**config.mk**
```make
export PLATFORM = sky130hd
export DESIGN_NAME = ckb_front
export DESIGN_NICKNAME = d
export VERILOG_FILES = /design/src/hdl/ckb_pkg.sv /design/src/hdl/ckb_front.sv
export SDC_FILE = /design/constraint.sdc
export NUM_CORES = 2
export LEC_CHECK = 0
export ABC_AREA = 1
export ABC_CLOCK_PERIOD_IN_PS = 56800
export BUFFER_PORTS_ARGS = -buffer_cell sky130_fd_sc_hd__buf_2
export CAP_MARGIN = 10
export CORE_MARGIN = 8
export CORE_UTILIZATION = 55
export CTS_CLUSTER_SIZE = 16
export DETAILED_ROUTE_END_ITERATION = 10
export GPL_TIMING_DRIVEN = 0
export MAX_ROUTING_LAYER = met4
export PLACE_DENSITY = 0.76
export SLEW_MARGIN = 20
export SYNTH_ARGS = -nofsm -noshare
export SYNTH_HDL_FRONTEND = slang
export SYNTH_SLANG_ARGS = --single-unit
```
**constraint.sdc**
```tcl
create_clock -name clock -period 56.8 [get_ports clock]
set_input_delay 8.52 -clock clock [delete_from_list [all_inputs] [get_ports clock]]
set_output_delay 8.52 -clock clock [all_outputs]
set_load 0.01 [all_outputs]
```
**src/hdl/ckb_pkg.sv**
```systemverilog
// ----------------------------------------------------------------------------
// ckb_pkg: shared types and constants of the knot splitter
// Knot and coefficient formats, status codes and the pipeline stage record.
// ----------------------------------------------------------------------------
package ckb_pkg;

   localparam int KNOT_BITS  = 32;
   localparam int FRAC_BITS  = 16;
   localparam int TOL_BITS   = 16;
   localparam int DIFF_BITS  = KNOT_BITS + 2;
   localparam int COEF_BITS  = FRAC_BITS + 1;
   localparam int NUM_KNOTS  = 5;
   localparam int NUM_MERGED = 6;
   localparam int IV_BITS    = 2;
   localparam int STAT_BITS  = 2;

   localparam logic [TOL_BITS-1:0]  TOL_RESET = TOL_BITS'(1);
   localparam logic [COEF_BITS-1:0] COEF_ONE  = COEF_BITS'(1) << FRAC_BITS;

   localparam logic [STAT_BITS-1:0] STATUS_OK       = 2'd0;
   localparam logic [STAT_BITS-1:0] STATUS_BOUNDS   = 2'd1;
   localparam logic [STAT_BITS-1:0] STATUS_ON_KNOT  = 2'd2;
   localparam logic [STAT_BITS-1:0] STATUS_UNSORTED = 2'd3;

   typedef logic signed [KNOT_BITS-1:0] knot_type;
   typedef logic signed [DIFF_BITS-1:0] diff_type;

   // One item on its way through the divider stages.
   typedef struct packed {
      logic                             valid;
      logic [STAT_BITS-1:0]             status;
      logic [IV_BITS-1:0]               iv;
      logic [NUM_MERGED-1:0][KNOT_BITS-1:0] merged;
      logic                             force_l;
      logic                             force_r;
      logic [DIFF_BITS-1:0]             rem_l;
      logic [DIFF_BITS-1:0]             den_l;
      logic [DIFF_BITS-1:0]             rem_r;
      logic [DIFF_BITS-1:0]             den_r;
      logic [FRAC_BITS-1:0]             q_l;
      logic [FRAC_BITS-1:0]             q_r;
   } div_type;

endpackage

```
**src/hdl/ckb_front.sv**
```systemverilog
// ----------------------------------------------------------------------------
// ckb_front: knot differences and classification
// Two register stages: differences to the new knot, then status, interval,
// merged knots and the divider operands.
// ----------------------------------------------------------------------------
module ckb_front (
   input  logic                               clock,
   input  logic                               reset,
   input  logic                               enable,
   input  logic                               in_valid,
   input  ckb_pkg::knot_type [4:0]            knots_in,
   input  ckb_pkg::knot_type                  new_in,
   input  logic [ckb_pkg::TOL_BITS-1:0]       tol,
   output ckb_pkg::div_type                   out
);

   logic                     s1_valid_ff;
   ckb_pkg::knot_type [4:0]  s1_n_ff;
   ckb_pkg::knot_type        s1_k_ff;
   ckb_pkg::diff_type [4:0]  s1_dk_ff;
   ckb_pkg::diff_type        s1_den_l_ff;
   ckb_pkg::diff_type        s1_den_r_ff;
   ckb_pkg::diff_type [4:0]  dk_in;
   ckb_pkg::div_type         out_ff;
   ckb_pkg::div_type         out_in;

   always_comb begin
      for (int i = 0; i < ckb_pkg::NUM_KNOTS; i++) begin
         dk_in[i] = ckb_pkg::DIFF_BITS'(new_in) - ckb_pkg::DIFF_BITS'(knots_in[i]);
      end
   end

   always_ff @(posedge clock) begin
      if (reset) begin
         s1_valid_ff <= 1'b0;
      end else if (enable) begin
         s1_valid_ff <= in_valid;
         s1_n_ff     <= knots_in;
         s1_k_ff     <= new_in;
         s1_dk_ff    <= dk_in;
         s1_den_l_ff <= ckb_pkg::DIFF_BITS'(knots_in[3]) - ckb_pkg::DIFF_BITS'(knots_in[0]);
         s1_den_r_ff <= ckb_pkg::DIFF_BITS'(knots_in[4]) - ckb_pkg::DIFF_BITS'(knots_in[1]);
      end
   end

   ckb_pkg::diff_type tol_s;
   ckb_pkg::diff_type tol_n;
   logic [4:0]        k_above;
   logic [4:0]        n_above;
   logic              near_any;
   logic              sorted;
   logic              found;
   logic [1:0]        iv;
   logic [1:0]        status;
   ckb_pkg::diff_type num_r;

   always_comb begin
      tol_s = {{(ckb_pkg::DIFF_BITS - ckb_pkg::TOL_BITS){1'b0}}, tol};
      tol_n = -tol_s;
      for (int i = 0; i < ckb_pkg::NUM_KNOTS; i++) begin
         k_above[i] = s1_dk_ff[i] > tol_s;
         n_above[i] = s1_dk_ff[i] < tol_n;
      end
      near_any = 1'b0;
      for (int i = 1; i < 4; i++) begin
         near_any = near_any | (!k_above[i] && !n_above[i]);
      end
      sorted = (s1_n_ff[0] <= s1_n_ff[1]) && (s1_n_ff[1] <= s1_n_ff[2]) &&
               (s1_n_ff[2] <= s1_n_ff[3]) && (s1_n_ff[3] <= s1_n_ff[4]);
      found = 1'b0;
      iv    = 2'd0;
      for (int i = 0; i < 4; i++) begin
         if (!found && k_above[i] && n_above[i+1]) begin
            found = 1'b1;
            iv    = 2'(i);
         end
      end
      if (!k_above[0] || !n_above[4]) begin
         status = ckb_pkg::STATUS_BOUNDS;
      end else if (near_any) begin
         status = ckb_pkg::STATUS_ON_KNOT;
      end else if (!sorted || !found) begin
         status = ckb_pkg::STATUS_UNSORTED;
      end else begin
         status = ckb_pkg::STATUS_OK;
      end
      num_r = -s1_dk_ff[4];

      out_in.valid  = s1_valid_ff;
      out_in.status = status;
      out_in.iv     = iv;
      // The first and last merged knots are always the end knots.
      out_in.merged[0] = s1_n_ff[0];
      for (int j = 1; j < ckb_pkg::NUM_MERGED - 1; j++) begin
         if (j <= int'(iv)) begin
            out_in.merged[j] = s1_n_ff[j];
         end else if (j == int'(iv) + 1) begin
            out_in.merged[j] = s1_k_ff;
         end else begin
            out_in.merged[j] = s1_n_ff[j-1];
         end
      end
      out_in.merged[ckb_pkg::NUM_MERGED-1] = s1_n_ff[4];
      out_in.force_l = (iv == 2'd3) || (iv == 2'd2 && s1_n_ff[1] == s1_n_ff[2]);
      out_in.force_r = (iv == 2'd0) || (iv == 2'd1 && s1_n_ff[2] == s1_n_ff[3]);
      out_in.rem_l   = s1_dk_ff[0];
      out_in.den_l   = s1_den_l_ff;
      out_in.rem_r   = num_r;
      out_in.den_r   = s1_den_r_ff;
      out_in.q_l     = '0;
      out_in.q_r     = '0;
   end

   always_ff @(posedge clock) begin
      if (reset) begin
         out_ff.valid <= 1'b0;
      end else if (enable) begin
         out_ff <= out_in;
      end
   end

   assign out = out_ff;

endmodule

```
Yosys cells after proc, flatten, opt, wreduce, memory -nomap -nowiden
Cells that the tools add are included.

cells by class
  add/sub/neg operators = 10
  multipliers = 0
  divide/modulo/power cells = 0
  magnitude comparators = 15
  equal/unequal tests = 9
  shift operators = 0
  muxes and demuxes = 16
  bitwise gates (word level) = 3
  reductions and logical operators = 34

operators with widths
  operator                                                                          count
  32-bit by 32-bit subtractor with 33-bit output                                    7
  32-bit 2-to-1 mux                                                                 7
  34-bit by 17-bit > comparator with 1-bit output                                   4
  34-bit less-than comparator                                                       4
  32-bit less-or-equal comparator                                                   4
  3-bit by 32-bit equality test with 1-bit output (first input constant)            2
  32-bit equality test                                                              2
  16-bit negator with 34-bit output                                                 1
  34-bit negator                                                                    1
  2-bit by 32-bit equality test with 1-bit output (first input constant)            1
  1-bit logical AND                                                                 15
  1-bit logical NOT                                                                 13
  2-bit 2-to-1 mux                                                                  4
  1-bit 2-to-1 mux                                                                  5
  2-bit equality test (second input constant)                                       2
  2-bit less-or-equal comparator (first input constant)                             2
  1-bit logical OR                                                                  4
  2-bit by 1-bit adder with 3-bit output (second input constant)                    1
  3-bit equality test (first input constant)                                        1
  2-bit by 1-bit equality test with 1-bit output (second input constant)            1
  1-bit by 2-bit less-or-equal comparator with 1-bit output (first input constant)  1
  2-bit logical NOT                                                                 1
  1-bit OR                                                                          2
  2-bit AND reduction                                                               1
  1-bit NOT                                                                         1

storage, ports and cells
  flip-flop bits (word level) = 766
  bits in latches = 0
  memory bits (writable) = 0
  memory bits (read-only) = 0
  input bits = 212
  memories kept = 0

Depth between registers and ports, before layout
  depth in word-level cells = 20
  depth in mapped cells = 32

Worst setup path after synthesis
Ideal clock, no wire load.

  kind = input -> register
  start point = input port enable
  end point = register out_ff (netlist bit out[100]) (enable)
  arrival = 40.018 ns
  required time = 54.892 ns
  path slack = 14.874 ns
  stages on the path = 2
  cell sequence = inv_1 > nor2_1

between the ends
  longest elaborated chain between the ends = 1

ends and longest elaborated chain
  element                        line              source
  from (decl)                    ckb_front.sv:9    input logic enable,
  2-bit AND reduction (no line)  -
  to (signal assigned)           ckb_front.sv:118  out_ff <= out_in;
  to (decl)                      ckb_front.sv:24   ckb_pkg::div_type out_ff;

No other way between the ends.
A chain may end at the register's enable or synchronous reset.

==> summary.md <==
• crit path capture type: flip-flop
• nets: 6355
• number of antenna violations at the first check in global routing: 15
• setup clock skew after layout: 0.0265 ns
• crit share post-route: 24.0%
• GRT overflow: 0
• Max FO, Critical Path: 12
• power per unit of standard cell area: 29.3 nW/um2
• kind of critical path: in2reg
• average routed wire per standard cell: 25.7 um
• row count: 107
• Slew HR: 12.2%
• status: finished, final reports clean
• insertion delay of the later-clocked pin in the worst-skew pair: 0.68 ns
• maximum vdd drop: 0.0000278 V
• number of global-route vias before repair: 37.6k
• cts repair resizes: 0
• total die area: 94900 um2
• commonest non-fill, non-tap cell in the layout: nand2_1
• slew at the pin closest to its max-slew limit: 1.30 ns
• number of buffer cells added on primary ports: 546
• worst-case clock buffer depth: 3
• most frequently used flop master after synthesis: edfxtp_1
• RD Place Congestion: 1.02
• Floorplan Core Area: 84900 um2
• TritonCTS Buffers: 84
• gr usage total: 36.9%
• 1st-pass router iterations: 8
• RSZ-0062 raised after global routing: no
• effective utilization at floorplan: 55.3%
• detailed-route via count: 39.3k
• shortest period the worst path allows: 13.60 ns
• top area cells in the synthesized netlist: edfxtp_1, ha_1, nand2_1
• aggregate routed wire length: 175 mm
• Final HPWL DP: 143 mm
• count of max-cap constraint violations: 0
• sequential cell area: 22700 um2
• Antenna Violating Nets Remaining: 0
• fmax: 73.5 MHz
• sequential share of the synthesized area: 48.4%
• Yosys cell types: 56
• maximum number of pins on one net before global-route repair: 32
• largest area contributor in the synthesized netlist: edfxtp_1
• register bit total from synthesis: 756
• first-pass GRT wire length: 250 mm
• post-route cell area: 54600 um2
• master cell of the clock root buffer: clkbuf_16
• clk sinks: 756
• signal arrival time at the worst endpoint: 14.02 ns
• Fillers: 7142
• fraction of synthesis flops using an asynchronous set or reset pin: 0%
• TNS Setup: 0 ns
• proportion of layout cells with a drive suffix above 1: 14.5%
• ports placed on the boundary: 579
• data required time of the critical path: 57.22 ns
• drt first-iter violations: 4366
• final hold viol count: 0
• leakage power of the design: 25.6 nW
• Hold Crit Class: reg2reg
• clock tree from TritonCTS: yes
• H-tree levels: 3
• die extent in y: 308 um
• synthesis-to-finish area growth: 16.4%
• total cell area at the placement stage: 51900 um2
• Critical Path Start Type: primary input
• gate count of the mapped netlist: 4898
• final setup vio count: 0
• hold_buf cts: 0
• DRC violation count after routing: 0
• most frequent cells in the layout: nand2_1, inv_1, edfxtp_1
• area of the multi-input gates: 20700 um2
• synthesized area: 46900 um2
• clock-pin transition on the worst setup and hold timing paths: 0.06 ns
• EDFF count, synth: 754
• worst slack on hold paths: 0.409 ns
• average size of a mapped cell: 9.58 um2
• Post-CTS Setup Repair Bufs: 0
• final number of max-transition violations: 0
• per-cell via count in the routed design: 5.76
• synth warn: 0
• post-synth top area share: 48.3%
• Die X-Extent: 308 um
## routing by layer
metal  up-vias  GRT usage, %  share of wire [%]
met2      2100          56.6                 45
met1     18504          47.6                 40
li1      18236             -                  -
met4         0          17.2                5.6
met3       468          6.77                9.1
met5         -             -                  0
## flip-flops by register name, indices dropped and copies added (netlist names)
| name | cells |
|---|---|
| s1_n_ff | 96 |
| out | 332 |
| s1_den_r_ff | 33 |
| s1_k_ff | 32 |
| s1_den_l_ff | 33 |
| s1_valid_ff | 1 |
| s1_dk_ff | 132 |
| out_in | 97 |
## cells in the mapped netlist (53+ instances only)
master / instances
xor2_1: 168
ha_1: 544
nor3_1: 53
xnor2_1: 80
nand4_1: 108
a31oi_1: 89
nor2_1: 291
nand3_1: 135
o21ai_0: 167
a21oi_1: 431
nand2_1: 920
edfxtp_1: 754
inv_1: 819
## cell families (layout without fill, tap and decap cells)
| logic type | after synthesis | after routing | share of synthesized area [%] |
|---|---|---|---|
| AOI/OAI and AO/OA | 848 | 848 | 10.1 |
| xor gates and xnor gates | 248 | 248 | 4.63 |
| adders and majority gates | 551 | 551 | 14.8 |
| buffers and inverters | 914 | 1646 | 7.78 |
| DFF | 756 | 756 | 48.4 |
| other | 1 | 46 | 0.00799 |
| and+or+nand+nor | 1580 | 1580 | 14.3 |
## through the flow
| step | cells | power, mW | worst slack, ns | utilization [%] |
|---|---|---|---|---|
| after floorplan | 4929 | 0.946 | 14.87 | - |
| after global placement | 6619 | 1.09 | 2.89 | 60.3 |
| final | 6819 | 1.60 | 43.20 | 64.3 |
| after detailed placement | 6650 | 1.06 | 42.77 | 61.1 |
| after global routing | 6818 | 1.66 | 42.78 | 64.3 |
| after CTS | 6805 | 1.59 | 43.46 | 64.3 |
## power breakdown
part | internal [mW] | total, mW | switching (mW)
Combinational | 0.116 | 0.349 | 0.232
Clock | 0.303 | 0.540 | 0.237
Sequential | 0.676 | 0.710 | 0.0344
Total | 1.09 | 1.60 | 0.504
## area by class of cell
type | count | area share, %
flip-flops and latches | 756 | 41.5
multi-input cells | 3259 | 38.0
repair buffers | 577 | 6.24
inverters | 829 | 5.70
clock buffers | 98 | 4.06
well taps | 1144 | 2.62
plain buffers | 85 | 0.988
clock inverters | 57 | 0.814
diodes | 14 | 0.0642
## worst paths after layout
check / start / endpoint / slack (ns) / cells after the start
hold / removal: s1_den_r_ff[16] / out[48] / 0.41 / 0
setup / recovery: tol[1] / out[259] / 43.20 / 23
hold reg to reg: s1_den_r_ff[16] / out[48] / 0.41 / 0
setup reg to reg: s1_dk_ff[63] / out[259] / 52.70 / 13
## worst max-delay path, cell delays in order
cell      delay, ns
buf_2          0.11
inv_1          0.32
ha_1           0.26
nand2_1        0.11
nor3_1         0.38
nand3_1        0.12
nor2_1         0.18
nand3_1        0.33
nor2_2         0.79
ha_1           0.25
nand4_1        0.12
nor3_1         0.30
nor4b_1        0.38
nand2_1        0.12
nand2_1        0.08
nand2_1        0.07
nand3_2        0.14
inv_2          0.08
nand2_2        0.14
clkbuf_1       0.81
o21ai_0        0.19
nand2_1        0.11
nand2_1        0.08
Power figures use the tool's default switching activity.
