<file path="config.mk">
export PLATFORM = sky130hd
export DESIGN_NAME = ckb_div_step
export DESIGN_NICKNAME = d
export VERILOG_FILES = /design/src/hdl/ckb_pkg.sv /design/src/hdl/ckb_div_step.sv
export SDC_FILE = /design/constraint.sdc
export NUM_CORES = 1
export LEC_CHECK = 0
export BUFFER_PORTS_ARGS = -buffer_cell sky130_fd_sc_hd__clkbuf_2
export CORE_AREA = 2 2 286 288
export DETAILED_ROUTE_END_ITERATION = 6
export DIE_AREA = 0 0 288 290
export HOLD_SLACK_MARGIN = 0.1
export PLACE_DENSITY = 0.37
export SYNTH_ARGS = -nofsm -noshare
export SYNTH_HDL_FRONTEND = slang
export SYNTH_SLANG_ARGS = --single-unit
</file>
<file path="constraint.sdc">
create_clock -name clock -period 44.4 [get_ports clock]
set_input_delay 8.88 -clock clock [delete_from_list [all_inputs] [get_ports clock]]
set_output_delay 8.88 -clock clock [all_outputs]
set_load 0.01 [all_outputs]
</file>
<file path="src/hdl/ckb_pkg.sv">
// ----------------------------------------------------------------------------
// ckb_pkg: shared types and constants of the knot splitter
// Knot and coefficient formats, status codes and the pipeline stage record.
// ----------------------------------------------------------------------------
package ckb_pkg;

   localparam int KNOT_BITS  = 32;
   localparam int FRAC_BITS  = 16;
   localparam int TOL_BITS   = 16;
   localparam int DIFF_BITS  = KNOT_BITS + 2;
   localparam int COEF_BITS  = FRAC_BITS + 1;
   localparam int NUM_KNOTS  = 5;
   localparam int NUM_MERGED = 6;
   localparam int IV_BITS    = 2;
   localparam int STAT_BITS  = 2;

   localparam logic [TOL_BITS-1:0]  TOL_RESET = TOL_BITS'(1);
   localparam logic [COEF_BITS-1:0] COEF_ONE  = COEF_BITS'(1) << FRAC_BITS;

   localparam logic [STAT_BITS-1:0] STATUS_OK       = 2'd0;
   localparam logic [STAT_BITS-1:0] STATUS_BOUNDS   = 2'd1;
   localparam logic [STAT_BITS-1:0] STATUS_ON_KNOT  = 2'd2;
   localparam logic [STAT_BITS-1:0] STATUS_UNSORTED = 2'd3;

   typedef logic signed [KNOT_BITS-1:0] knot_type;
   typedef logic signed [DIFF_BITS-1:0] diff_type;

   // One item on its way through the divider stages.
   typedef struct packed {
      logic                             valid;
      logic [STAT_BITS-1:0]             status;
      logic [IV_BITS-1:0]               iv;
      logic [NUM_MERGED-1:0][KNOT_BITS-1:0] merged;
      logic                             force_l;
      logic                             force_r;
      logic [DIFF_BITS-1:0]             rem_l;
      logic [DIFF_BITS-1:0]             den_l;
      logic [DIFF_BITS-1:0]             rem_r;
      logic [DIFF_BITS-1:0]             den_r;
      logic [FRAC_BITS-1:0]             q_l;
      logic [FRAC_BITS-1:0]             q_r;
   } div_type;

endpackage

</file>
<file path="src/hdl/ckb_div_step.sv">
// ----------------------------------------------------------------------------
// ckb_div_step: one restoring division step for both coefficients
// Produces one quotient bit of each fraction and registers the item.
// ----------------------------------------------------------------------------
module ckb_div_step (
   input  logic              clock,
   input  logic              reset,
   input  logic              enable,
   input  ckb_pkg::div_type  d_in,
   output ckb_pkg::div_type  d_out
);

   logic [ckb_pkg::DIFF_BITS:0] dbl_l;
   logic [ckb_pkg::DIFF_BITS:0] dbl_r;
   logic                        take_l;
   logic                        take_r;
   ckb_pkg::div_type            d_out_in;
   ckb_pkg::div_type            d_out_ff;

   always_comb begin
      dbl_l  = {d_in.rem_l, 1'b0};
      dbl_r  = {d_in.rem_r, 1'b0};
      take_l = dbl_l >= {1'b0, d_in.den_l};
      take_r = dbl_r >= {1'b0, d_in.den_r};
      d_out_in = d_in;
      d_out_in.rem_l = take_l ? ckb_pkg::DIFF_BITS'(dbl_l - {1'b0, d_in.den_l})
                              : ckb_pkg::DIFF_BITS'(dbl_l);
      d_out_in.rem_r = take_r ? ckb_pkg::DIFF_BITS'(dbl_r - {1'b0, d_in.den_r})
                              : ckb_pkg::DIFF_BITS'(dbl_r);
      d_out_in.q_l = {d_in.q_l[ckb_pkg::FRAC_BITS-2:0], take_l};
      d_out_in.q_r = {d_in.q_r[ckb_pkg::FRAC_BITS-2:0], take_r};
   end

   always_ff @(posedge clock) begin
      if (reset) begin
         d_out_ff.valid <= 1'b0;
      end else if (enable) begin
         d_out_ff <= d_out_in;
      end
   end

   assign d_out = d_out_ff;

endmodule

</file>
# After elaboration in Yosys (flattened, before gate mapping)

Index checks and enable logic that the tools add are counted.
Widths: inputs -> output; s select.

Flip-flop bits (word level): 367
Input port bits: 370
Output and inout bits: 367
Word-level logic and storage cells: 27

Add/subtract/negate cells: 2
Order comparisons: 2
Multiplexer cells: 2
Bitwise operators: 1
Reduce and logical (&&, ||, !) cells: 1

Operators with widths:

| cell             | number |
|---|---|
| $ge 35x34->1     | 2 |
| $mux 34          | 2 |
| $sub 34x34->34   | 2 |
| $reduce_and 2->1 | 1 |
| $not 1->1        | 1 |

# Logic depth before layout (Yosys ltp)

Gate-level depths: netlist of the first run.

Word-level depth: 2
Mapped depth: 14
Gate-level depth less buffers: 11

# Worst setup path before layout of the first run

Ideal clock, no wire load.

Path type: input port to flip-flop
Start point: in reset
End point: reg d_out_ff, in the netlist d_out[0], enable pin
Setup time: 1.152 ns
Arrival time: 25.044 ns
Required time: 43.248 ns
Path slack: 18.204 ns
Stages on the path: 1
Buffers on the path: 0
Path through: nor2b_1

Cells in the longest elaborated chain, start to end: 2

Ends and longest elaborated chain:

| element                           | RTL line           | source |
|---|---|---|
| from (decl)                       | ckb_div_step.sv:7  | `input logic reset,` |
| $not 1->1 (no source line)        | --                 |  |
| $reduce_and 2->1 (no source line) | --                 |  |
| to (signal assigned)              | ckb_div_step.sv:38 | `d_out_ff <= d_out_in;` |
| to (decl)                         | ckb_div_step.sv:18 | `ckb_pkg::div_type d_out_ff;` |

No other way between the ends.
A chain may end at the register's enable or synchronous reset.

==> results of run 1 <==
-- power breakdown --
part | switching (mW) | total [mW] | leakage [nW] | internal [mW]
logic | 0.0853 | 0.147 | 5.49 | 0.0622
registers | 0.00702 | 0.421 | 3.44 | 0.414
clock network | 0.153 | 0.365 | 0.698 | 0.212
-- final timing paths --
kind / from / end / slack [ps] / cells past startpoint
setup / recovery: d_in[106] / d_out[164]$_DFFE_PP_ / 32440 / 12
hold / removal: d_out[366]$_SDFFE_PP0P_ / d_out[366]$_SDFFE_PP0P_ / 500 / 2
setup reg to reg: d_out[366]$_SDFFE_PP0P_ / d_out[366]$_SDFFE_PP0P_ / 43810 / 2
hold reg to reg: d_out[366]$_SDFFE_PP0P_ / d_out[366]$_SDFFE_PP0P_ / 500 / 2
-- synthesized netlist by cell type, types with 4 or more instances --
cell type,count,share of area
a21oi_1,55,0.017
mux2_4,28,0.027
mux2_2,7,0.0050
o21ai_0,64,0.020
nor2_1,30,0.0071
o31ai_1,6,0.0029
xnor2_1,35,0.019
inv_1,81,0.019
nor2b_1,8,0.0032
edfxtp_1,366,0.70
clkbuf_1,21,0.0050
nand2_1,63,0.015
nand2b_1,13,0.0052
a211oi_1,11,0.0052
nand4_1,17,0.0067
and2_1,4,0.0016
xor2_1,27,0.015
o21bai_1,8,0.0038
o21ai_1,8,0.0025
and3_1,5,0.0020
o21a_1,5,0.0024
a21boi_0,5,0.0024
a21o_1,40,0.019
a31oi_1,7,0.0028
buf_2,6,0.0019
nand3_1,19,0.0060
o211ai_1,5,0.0024
ha_1,68,0.054
-- kinds of logic (layout without fill, tap and decap cells) --
logic type	count (synthesis)	in the layout
adder cells (fa/ha/maj)	70	70
buffers and inverters	111	906
AND/OR/NAND/NOR	175	175
multiplexers	36	36
other	0	7
AO/OA/AOI/OAI	240	240
flip-flops	367	367
XOR/XNOR	62	62
-- metal layers --
metal	vias up	part of all wire	track usage
met1	5518	0.35	0.136
met4	22	0.022	0.0387
li1	5527	-	-
met2	500	0.52	0.251
met3	94	0.10	0.0570
met5	-	0.0023	0
-- stage by stage --
step	cell area [um2]	hold slack, ps
2_1_floorplan	15800	528
3_3_place_gp	20700	489
3_5_place_dp	20700	488
4_1_cts	22200	503
5_1_grt	22200	523
6_report	22200	499
-- cell type report --
type	instances	share of cell area
Clock buffer	55	0.0544
Clock inverter	29	0.0111
Timing Repair Buffer	741	0.168
Multi-Input combinational cell	583	0.196
Tap cell	1060	0.0598
Antenna cell	7	0.000789
Sequential cell	367	0.496
Inverter	81	0.0137
-- critical path, stage by stage --
cell and delay [ps]:
clkbuf_2 90, inv_1 100, ha_1 370, nand2_1 120
or2_2 330, o21ai_0 170, o22a_1 330, a21oi_1 160
o311ai_0 920, a31oi_1 340, xnor2_1 210, mux2_4 260
==> impl_metrics.csv, run 1 <==
group,metric,value,unit
logic_synthesis,synth-seq-cells,367,
critical_path,cp_data_arrival_time,12280,ps
logic_synthesis,async_flop_share,0,
route,detail_route.wl_per_cell,20.2,um
layout,fin_util,0.277,
timing,max_freq,83.6,MHz
placement,pre_cts_ws,31780,ps
logic_synthesis,yosysUniqueCellTypes,61,
power,leakage,9.62,nW
critical_path,endpoint_kind,"flip-flop",
power,pwr_density_cell,42.0,nW/um2
grt,grt_usage,0.135,
route,finalWirelength,59200,um
floorplan,die_area,83500,um2
layout,fin_nets,2261,
floorplan,die_height,290,um
timing,drv_slew,0,
route,drtIter0Drc,619,
clock_network,cts_resized,0,
floorplan,start_util,0.197,
critical_path,cp.required,44720,ps
critical_path,crit_fanout,5,
floorplan,io_pins,737,
critical_path,cp-start-kind,"input pin",
grt,grt_antenna_before_repair,20,
placement,dp_hpwl,47900,um
route,route.vias.total,11700,
logic_synthesis,synth_top_family_by_area,"compound AO/OA/AOI/OAI gates",
clock_network,clock_sinks,367,
layout,fillers,8519,
status,status,"finished, final reports clean",
power,vdd_drop_max,0.0240,mV
critical_path,critPathKind,"input pin to flip-flop",
route,firstDrtPassIters,5,
timing,fin_skew,0,ps
clock_network,cts_root_buf,"clkbuf_16",
placement,place_congestion,0.825,
timing,fin_ws,32440,ps
clock_network,cts_max_level,2,
timing,hold_viol_final,0,
logic_synthesis,synth_mux_area_frac,0.0322,
clock_network,insertion_delay,570,ps
grt,grt_pass1_vias,12300,
layout,multi_input_area,4340,um2
timing,period_needed,11960,ps
logic_synthesis,synthAdderAreaFrac,0.0564,
logic_synthesis,yosys.area_share.simple,0.0539,
grt,grt_max_degree,159,
logic_synthesis,ys_seq_area_frac,0.697,
logic_synthesis,synth-main-ff-cell,"edfxtp_1",
layout,layoutNonFillerInstCount,2923,
route,antenna_left,0,
timing,rsz0062_at_grt,"no",
logic_synthesis,synth_edf_count,366,
grt,grt_first_pass_wirelength,82700,um
layout,final_common_cell,"clkbuf_2",
clock_network,postCtsSetupBuffers,0,
logic_synthesis,synth_fp_nets,1501,
route,viasPerCell,3.99,
grt,gr-total-overflow,0,
logic_synthesis,synthCells,1061,
timing,setup_violations,0,
power,p_total,0.933,mW
route,route.detailed.drc,0,
logic_synthesis,synth-xor-area-share,0.0344,
layout,drive_gt1_frac,0.460,
logic_synthesis,synth_compound_area_frac,0.0975,
placement,dp_cells,2832,
clock_network,clk_pin_slew,60,ps
clock_network,numCtsBuffers,47,
clock_network,clk_path_buf_depth,3,
clock_network,tritoncts,"built",
logic_synthesis,yosys_warnings,0,
clock_network,cts_hold_buf,0,
run,drv_cap,0,
floorplan,fp-row-count,104,
layout,areaGrowthSynthToFinish,40.5,%
floorplan,coreArea,80200,um2
placement,io_buffer_count,734,
layout,seq_area,11000,um2
min_path,hp-class,"flip-flop to flip-flop",
layout,largest_reg_flops,367,
timing,tightest_slew,1100,ps
floorplan,die_x,288,um
timing,timing.final.crit_share,0.269,
layout,mostFrequentLayoutCells,"clkbuf_2 (734), edfxtp_1 (366), inv_1 (81), ha_1 (68), o21ai_0 (64)",
logic_synthesis,synthesis.area,15800,um2
timing,setup_tns,0,ps
logic_synthesis,avgSynthCellArea,14.9,um2
timing,max_slew_margin,0.259,
No activity file was read; power rests on OpenSTA's default activity.
==> run 2: changes to the inputs <==
--- a/config.mk
+++ b/config.mk
@@ -6,11 +6,11 @@
 export NUM_CORES = 1
 export LEC_CHECK = 0
 export BUFFER_PORTS_ARGS = -buffer_cell sky130_fd_sc_hd__clkbuf_2
-export CORE_AREA = 2 2 286 288
+export CORE_AREA = 2 2 285 287
 export DETAILED_ROUTE_END_ITERATION = 6
-export DIE_AREA = 0 0 288 290
+export DIE_AREA = 0 0 287 289
 export HOLD_SLACK_MARGIN = 0.1
-export PLACE_DENSITY = 0.37
+export PLACE_DENSITY = 0.39
 export SYNTH_ARGS = -nofsm -noshare
 export SYNTH_HDL_FRONTEND = slang
 export SYNTH_SLANG_ARGS = --single-unit
==> constraint.sdc (replaced) <==
create_clock -name clock -period 10.53 [get_ports clock]
set_input_delay 2.106 -clock clock [delete_from_list [all_inputs] [get_ports clock]]
set_output_delay 2.106 -clock clock [all_outputs]
set_load 0.01 [all_outputs]
==> run 2 against run 1 <==
- global-route usage is 0.18 points higher
- worst setup slack worse by 27000 ps
- core utilization hardly changed
- non-clock buffer count is 1 higher
- register-to-register slack worse by 34000 ps
- via count is 1.1% higher
- sequential share of layout area is 0.19 points higher
- combinational power grew to 4.3 times the previous value
- critical path depth is 1 higher
- count of clock-buffer cells in the layout is 1 lower
- design area is 0.38% lower
- highest routed layer unchanged
==> impl_metrics.csv, run 2 (synthesis gave the netlist of run 1 again) <==
group,metric,value,unit
critical_path,max_stage_delay,600,ps
clock_network,cts_hold_buf,0,
route,firstDrtPassIters,6,
timing,setup_violations,0,
min_path,hp-class,"flip-flop to flip-flop",
layout,mostFrequentLayoutCells,"clkbuf_2 (734), edfxtp_1 (366), inv_1 (81), ha_1 (68), o21ai_0 (64)",
layout,largest_reg_flops,367,
clock_network,tritoncts,"built",
floorplan,die_area,82900,um2
placement,place_congestion,0.809,
critical_path,critical_path.top_delay_family,"compound AO/OA/AOI/OAI gates",
placement,dp_hpwl,49200,um
layout,fillers,8503,
critical_path,cp.required,10860,ps
power,leakage,9.59,nW
layout,areaGrowthSynthToFinish,40.0,%
grt,grt_usage,0.137,
clock_network,clk_pin_slew,60,ps
route,antenna_left,0,
clock_network,clock_sinks,367,
floorplan,io_pins,737,
timing,drv_slew,0,
placement,io_buffer_count,734,
route,detail_route.wl_per_cell,20.7,um
grt,grt_max_degree,150,
timing,setup_tns,0,ps
critical_path,endpoint_kind,"flip-flop",
timing,max_slew_margin,0.273,
timing,fin_skew,0,ps
layout,drive_gt1_frac,0.460,
timing,hold_viol_final,0,
critical_path,critPathKind,"input pin to flip-flop",
grt,grt_antenna_before_repair,22,
layout,fin_nets,2261,
clock_network,clk_path_buf_depth,3,
critical_path,cp_num_buf_inv,4,
route,viasPerCell,4.04,
timing,timing.final.crit_share,0.503,
clock_network,cts_resized,0,
critical_path,crit_slowest_cell,"o311a_2",
floorplan,die_height,289,um
floorplan,fp-row-count,104,
route,finalWirelength,60400,um
timing,period_needed,5300,ps
power,vdd_drop_max,0.107,mV
clock_network,numCtsBuffers,46,
clock_network,insertion_delay,560,ps
run,drv_cap,0,
route,route.vias.total,11800,
placement,pre_cts_ws,4600,ps
route,route.detailed.drc,0,
clock_network,postCtsSetupBuffers,0,
critical_path,cp_data_arrival_time,5630,ps
clock_network,cts_max_level,2,
floorplan,start_util,0.198,
grt,gr-total-overflow,0,
timing,fin_ws,5230,ps
critical_path,cp_cell_sequence,"clkbuf_2 -> inv_1 -> ha_1 -> a21o_1 -> a21oi_1 -> a2111o_1 -> a311oi_2 -> o21a_1 -> a21oi_1 -> o311a_2 -> buf_4 -> inv_1 -> mux2_2",
floorplan,die_x,287,um
floorplan,coreArea,79900,um2
status,status,"finished, final reports clean",
timing,tightest_slew,1080,ps
clock_network,cts_root_buf,"clkbuf_16",
grt,grt_pass1_vias,12100,
critical_path,cp-start-kind,"input pin",
route,drtIter0Drc,540,
timing,rsz0062_at_grt,"no",
layout,final_common_cell,"clkbuf_2",
grt,grt_first_pass_wirelength,82700,um
timing,max_freq,189,MHz
power,pwr_density_cell,174,nW/um2
critical_path,crit_fanout,39,
==> run 2: worst paths after layout <==
kind	start	slack, ps	depth (start not counted)	to
worst max-delay path	d_in[35]	5230	13	d_out[91]$_DFFE_PP_
worst min-delay path	d_out[366]$_SDFFE_PP0P_	520	2	d_out[366]$_SDFFE_PP0P_
worst max register to register	d_out[366]$_SDFFE_PP0P_	9940	2	d_out[366]$_SDFFE_PP0P_
worst min register to register	d_out[366]$_SDFFE_PP0P_	520	2	d_out[366]$_SDFFE_PP0P_
==> run 2: per-stage QoR <==
step / utilization / power (mW) / hold slack, ps / std cells / area (um2)
after floorplan: - / 2.15 / 528 / 1061 / 15800
after global placement: 0.259 / 2.44 / 480 / 2833 / 20700
after detailed placement: 0.259 / 2.44 / 512 / 2833 / 20700
after CTS: 0.277 / 3.95 / 526 / 2914 / 22100
after global routing: 0.277 / 4.05 / 570 / 2918 / 22100
final: 0.277 / 3.86 / 520 / 2919 / 22100
==> run 2: where the power goes <==
| group | internal (mW) | switching (mW) | total [mW] |
|---|---|---|---|
| registers | 1.74 | 0.0298 | 1.77 |
| logic | 0.263 | 0.363 | 0.626 |
| clock network | 0.815 | 0.642 | 1.46 |
==> run 2: layout make-up <==
type | instances | area, um2 | area share
antenna | 5 | 12.5 | 0.000566
multi-input combinational | 583 | 4340 | 0.196
sequential | 367 | 11000 | 0.498
tap | 1060 | 1330 | 0.0600
clock buffer | 54 | 1200 | 0.0544
inverter | 81 | 304 | 0.0138
timing repair buffer | 742 | 3750 | 0.169
clock inverter | 27 | 163 | 0.00736
==> run 2: worst min-delay path, stage by stage (launching register included) <==
cell and delay [ps]:
dfxtp_1 340, mux2i_1 70, nor2_1 80
==> run 2: routing by layer <==
layer	vias up	routed length [um]	share of wire	track usage
met4	28	1650	0.027	0.0415
li1	5536	-	-	-
met5	-	176	0.0029	0
met2	480	30800	0.51	0.248
met1	5649	21100	0.35	0.139
met3	96	6620	0.11	0.0648
==> run 3: changes to the inputs <==
--- a/config.mk
+++ b/config.mk
@@ -5,10 +5,11 @@
 export SDC_FILE = /design/constraint.sdc
 export NUM_CORES = 1
 export LEC_CHECK = 0
+export ABC_AREA = 1
 export BUFFER_PORTS_ARGS = -buffer_cell sky130_fd_sc_hd__clkbuf_2
-export CORE_AREA = 2 2 285 287
+export CORE_AREA = 2 2 289 291
 export DETAILED_ROUTE_END_ITERATION = 6
-export DIE_AREA = 0 0 287 289
+export DIE_AREA = 0 0 291 293
 export HOLD_SLACK_MARGIN = 0.1
 export PLACE_DENSITY = 0.39
 export SYNTH_ARGS = -nofsm -noshare
==> constraint.sdc (replaced) <==
create_clock -name clock -period 4.9 [get_ports clock]
set_input_delay 0.98 -clock clock [delete_from_list [all_inputs] [get_ports clock]]
set_output_delay 0.98 -clock clock [all_outputs]
set_load 0.01 [all_outputs]
==> run 3 against run 2 <==
- sequential power is 120% higher
- die area is 2.8% higher
- critical path type unchanged
- non-clock buffer count is 5 higher
==> impl_metrics.csv, run 3 <==
group,metric,value,unit
route,firstDrtPassIters,5,
critical_path,cp_data_arrival_time,3250,ps
floorplan,die_x,291,um
floorplan,io_pins,737,
critical_path,worst-r2r-setup-slack,4330,ps
clock_network,clk_path_buf_depth,3,
layout,mostFrequentLayoutCells,"clkbuf_2 (734), nand2_1 (592), edfxtp_1 (366), inv_1 (254), nor2_1 (111)",
critical_path,cp-start-kind,"input pin",
floorplan,start_util,0.210,
grt,grt_first_pass_wirelength,95100,um
critical_path,rr_worst_depth,2,
logic_synthesis,synth-main-ff-cell,"edfxtp_1",
grt,grt_usage,0.149,
critical_path,setup.worst_path.start,"d_in[43]",
route,route.vias.total,14300,
grt,grt_pass1_vias,14300,
clock_network,insertion_delay,580,ps
floorplan,fp-row-count,105,
min_path,holdPathEnd,"d_out[366]$_SDFFE_PP0P_",
route,viasPerCell,4.03,
logic_synthesis,async_flop_share,0,
timing,rsz0062_at_grt,"no",
route,detail_route.wl_per_cell,18.7,um
clock_network,cts_max_level,2,
run,drv_cap,0,
logic_synthesis,synth_common_cells,"nand2_1 (592), edfxtp_1 (366), inv_1 (255)",
layout,layoutNonFillerInstCount,3558,
power,vdd_drop_max,0.247,mV
logic_synthesis,synth_area_leaders,"edfxtp_1 (64%), nand2_1 (13%), inv_1 (5.6%)",
timing,timing.final.crit_share,0.595,
floorplan,die_area,85300,um2
power,p_total,8.95,mW
clock_network,cts_hold_buf,0,
grt,grt_antenna_before_repair,9,
layout,final_common_cell,"clkbuf_2",
route,finalWirelength,66500,um
timing,setup_violations,0,
min_path,hp-class,"flip-flop to flip-flop",
critical_path,endpoint_kind,"flip-flop",
logic_synthesis,yosys_warnings,0,
layout,largest_reg_flops,367,
timing,fin_ws,1980,ps
placement,dp_hpwl,55000,um
clock_network,cts_root_buf,"clkbuf_16",
logic_synthesis,synth_area_leader_cell,"edfxtp_1",
logic_synthesis,synth_fp_nets,2102,
clock_network,cts_resized,0,
critical_path,critPathKind,"input pin to flip-flop",
floorplan,die_height,293,um
layout,fin_nets,2886,
timing,max_freq,343,MHz
critical_path,reg2reg_from,"d_out[366]$_SDFFE_PP0P_",
timing,period_needed,2920,ps
logic_synthesis,synth_top_area_frac,0.641,
clock_network,clock_sinks,367,
critical_path,r2r-end,"d_out[366]$_SDFFE_PP0P_",
route,antenna_left,0,
min_path,min_path_cells,2,
logic_synthesis,synth-seq-cells,367,
power,pwr_density_cell,374,nW/um2
logic_synthesis,synthesis.area,17200,um2
timing,setup_tns,0,ps
grt,gr-total-overflow,0,
critical_path,crit_fanout,4,
timing,drv_slew,0,
layout,drive_gt1_frac,0.351,
timing,fin_skew,0,ps
layout,areaGrowthSynthToFinish,39.3,%
power,leakage,11.5,nW
logic_synthesis,avgSynthCellArea,10.3,um2
timing,tightest_slew,863,ps
placement,place_congestion,0.882,
min_path,worstHoldStart,"d_out[366]$_SDFFE_PP0P_",
grt,grt_max_degree,79,
floorplan,coreArea,81800,um2
status,status,"finished, final reports clean",
placement,pre_cts_ws,1380,ps
timing,hold_viol_final,0,
logic_synthesis,synth.most_common_cell,"nand2_1",
logic_synthesis,synthCells,1662,
clock_network,clk_pin_slew,60,ps
critical_path,cp.required,5240,ps
placement,dp_cells,3467,
clock_network,postCtsSetupBuffers,0,
logic_synthesis,ys_seq_area_frac,0.642,
placement,io_buffer_count,734,
logic_synthesis,synth_edf_count,366,
clock_network,numCtsBuffers,47,
logic_synthesis,yosysUniqueCellTypes,34,
timing,max_slew_margin,0.419,
route,drtIter0Drc,830,
route,route.detailed.drc,0,
clock_network,tritoncts,"built",
[run 3: cell count changes after synthesis, moves of 13 or more]
cell / change
nand2_1: +529
nand3_1: +40
nand2b_1: -13
mux2_4: -28
clkbuf_1: -21
o21ai_0: -42
nor2_1: +82
a21o_1: -39
nand3b_1: +13
inv_2: +16
inv_1: +174
xnor2_1: -29
[run 3: layout make-up]
cell class | count | area, um2
Fill cell | 8744 | 58000
Sequential cell | 367 | 11000
Multi-Input combinational cell | 1010 | 5010
Timing Repair Buffer | 747 | 3830
Tap cell | 1070 | 1340
Clock buffer | 55 | 1230
Inverter | 273 | 1040
Clock inverter | 32 | 428
Antenna cell | 4 | 10.0
[run 3: critical path, cell delays in order]
cell and delay (ps):
clkbuf_2 140, inv_1 70, ha_1 360, nand2_1 140
nor2_1 280, nand2_1 80, o21ai_0 700, nand2_1 190
nand2_1 110, nand2_1 50, nand3_1 90, nand2_1 60
[run 3: per-layer routing]
layer / share of wire / track usage / vias to the layer above
li1: - / - / 6977
met1: 0.44 / 0.195 / 6720
met2: 0.45 / 0.236 / 553
met3: 0.088 / 0.0509 / 73
met4: 0.019 / 0.0363 / 8
met5: 0.00080 / 0 / -
[run 3: logic make-up (layout without fill, tap and decap cells)]
logic type,after synthesis,in the layout,synth area share
simple gates,821,821,0.196
fa+ha+maj,70,70,0.0519
flops,367,367,0.642
xor+xnor,36,36,0.0184
compound gates,83,83,0.0254
buf+inv,285,1107,0.0668
other cells,0,4,0
[run 3: where the power goes]
part	internal, mW	total [mW]	switching, mW
clock network	2.24	3.69	1.45
logic	0.512	1.44	0.927
registers	3.74	3.81	0.0719
[run 3: stage by stage]
| stage | cell area [um2] | hold WS (ps) | util |
|---|---|---|---|
| 6_report | 23900 | 477 | 0.292 |
| 5_1_grt | 23900 | 519 | 0.292 |
| 4_1_cts | 23900 | 490 | 0.292 |
| 3_5_place_dp | 22200 | 482 | 0.272 |
| 3_3_place_gp | 22200 | 468 | 0.272 |
| 2_1_floorplan | 17200 | 477 | - |
[run 3: how the worst max path moves through the flow]
stage / to / slack (ps)
after floorplan: d_out[0]$_DFFE_PP_ / -1920
after global placement: d_out[83]$_DFFE_PP_ / 1380
after detailed placement: d_out[83]$_DFFE_PP_ / 1380
after CTS: d_out[83]$_DFFE_PP_ / 2050
after global routing: d_out[76]$_DFFE_PP_ / 1790
final: d_out[95]$_DFFE_PP_ / 1980
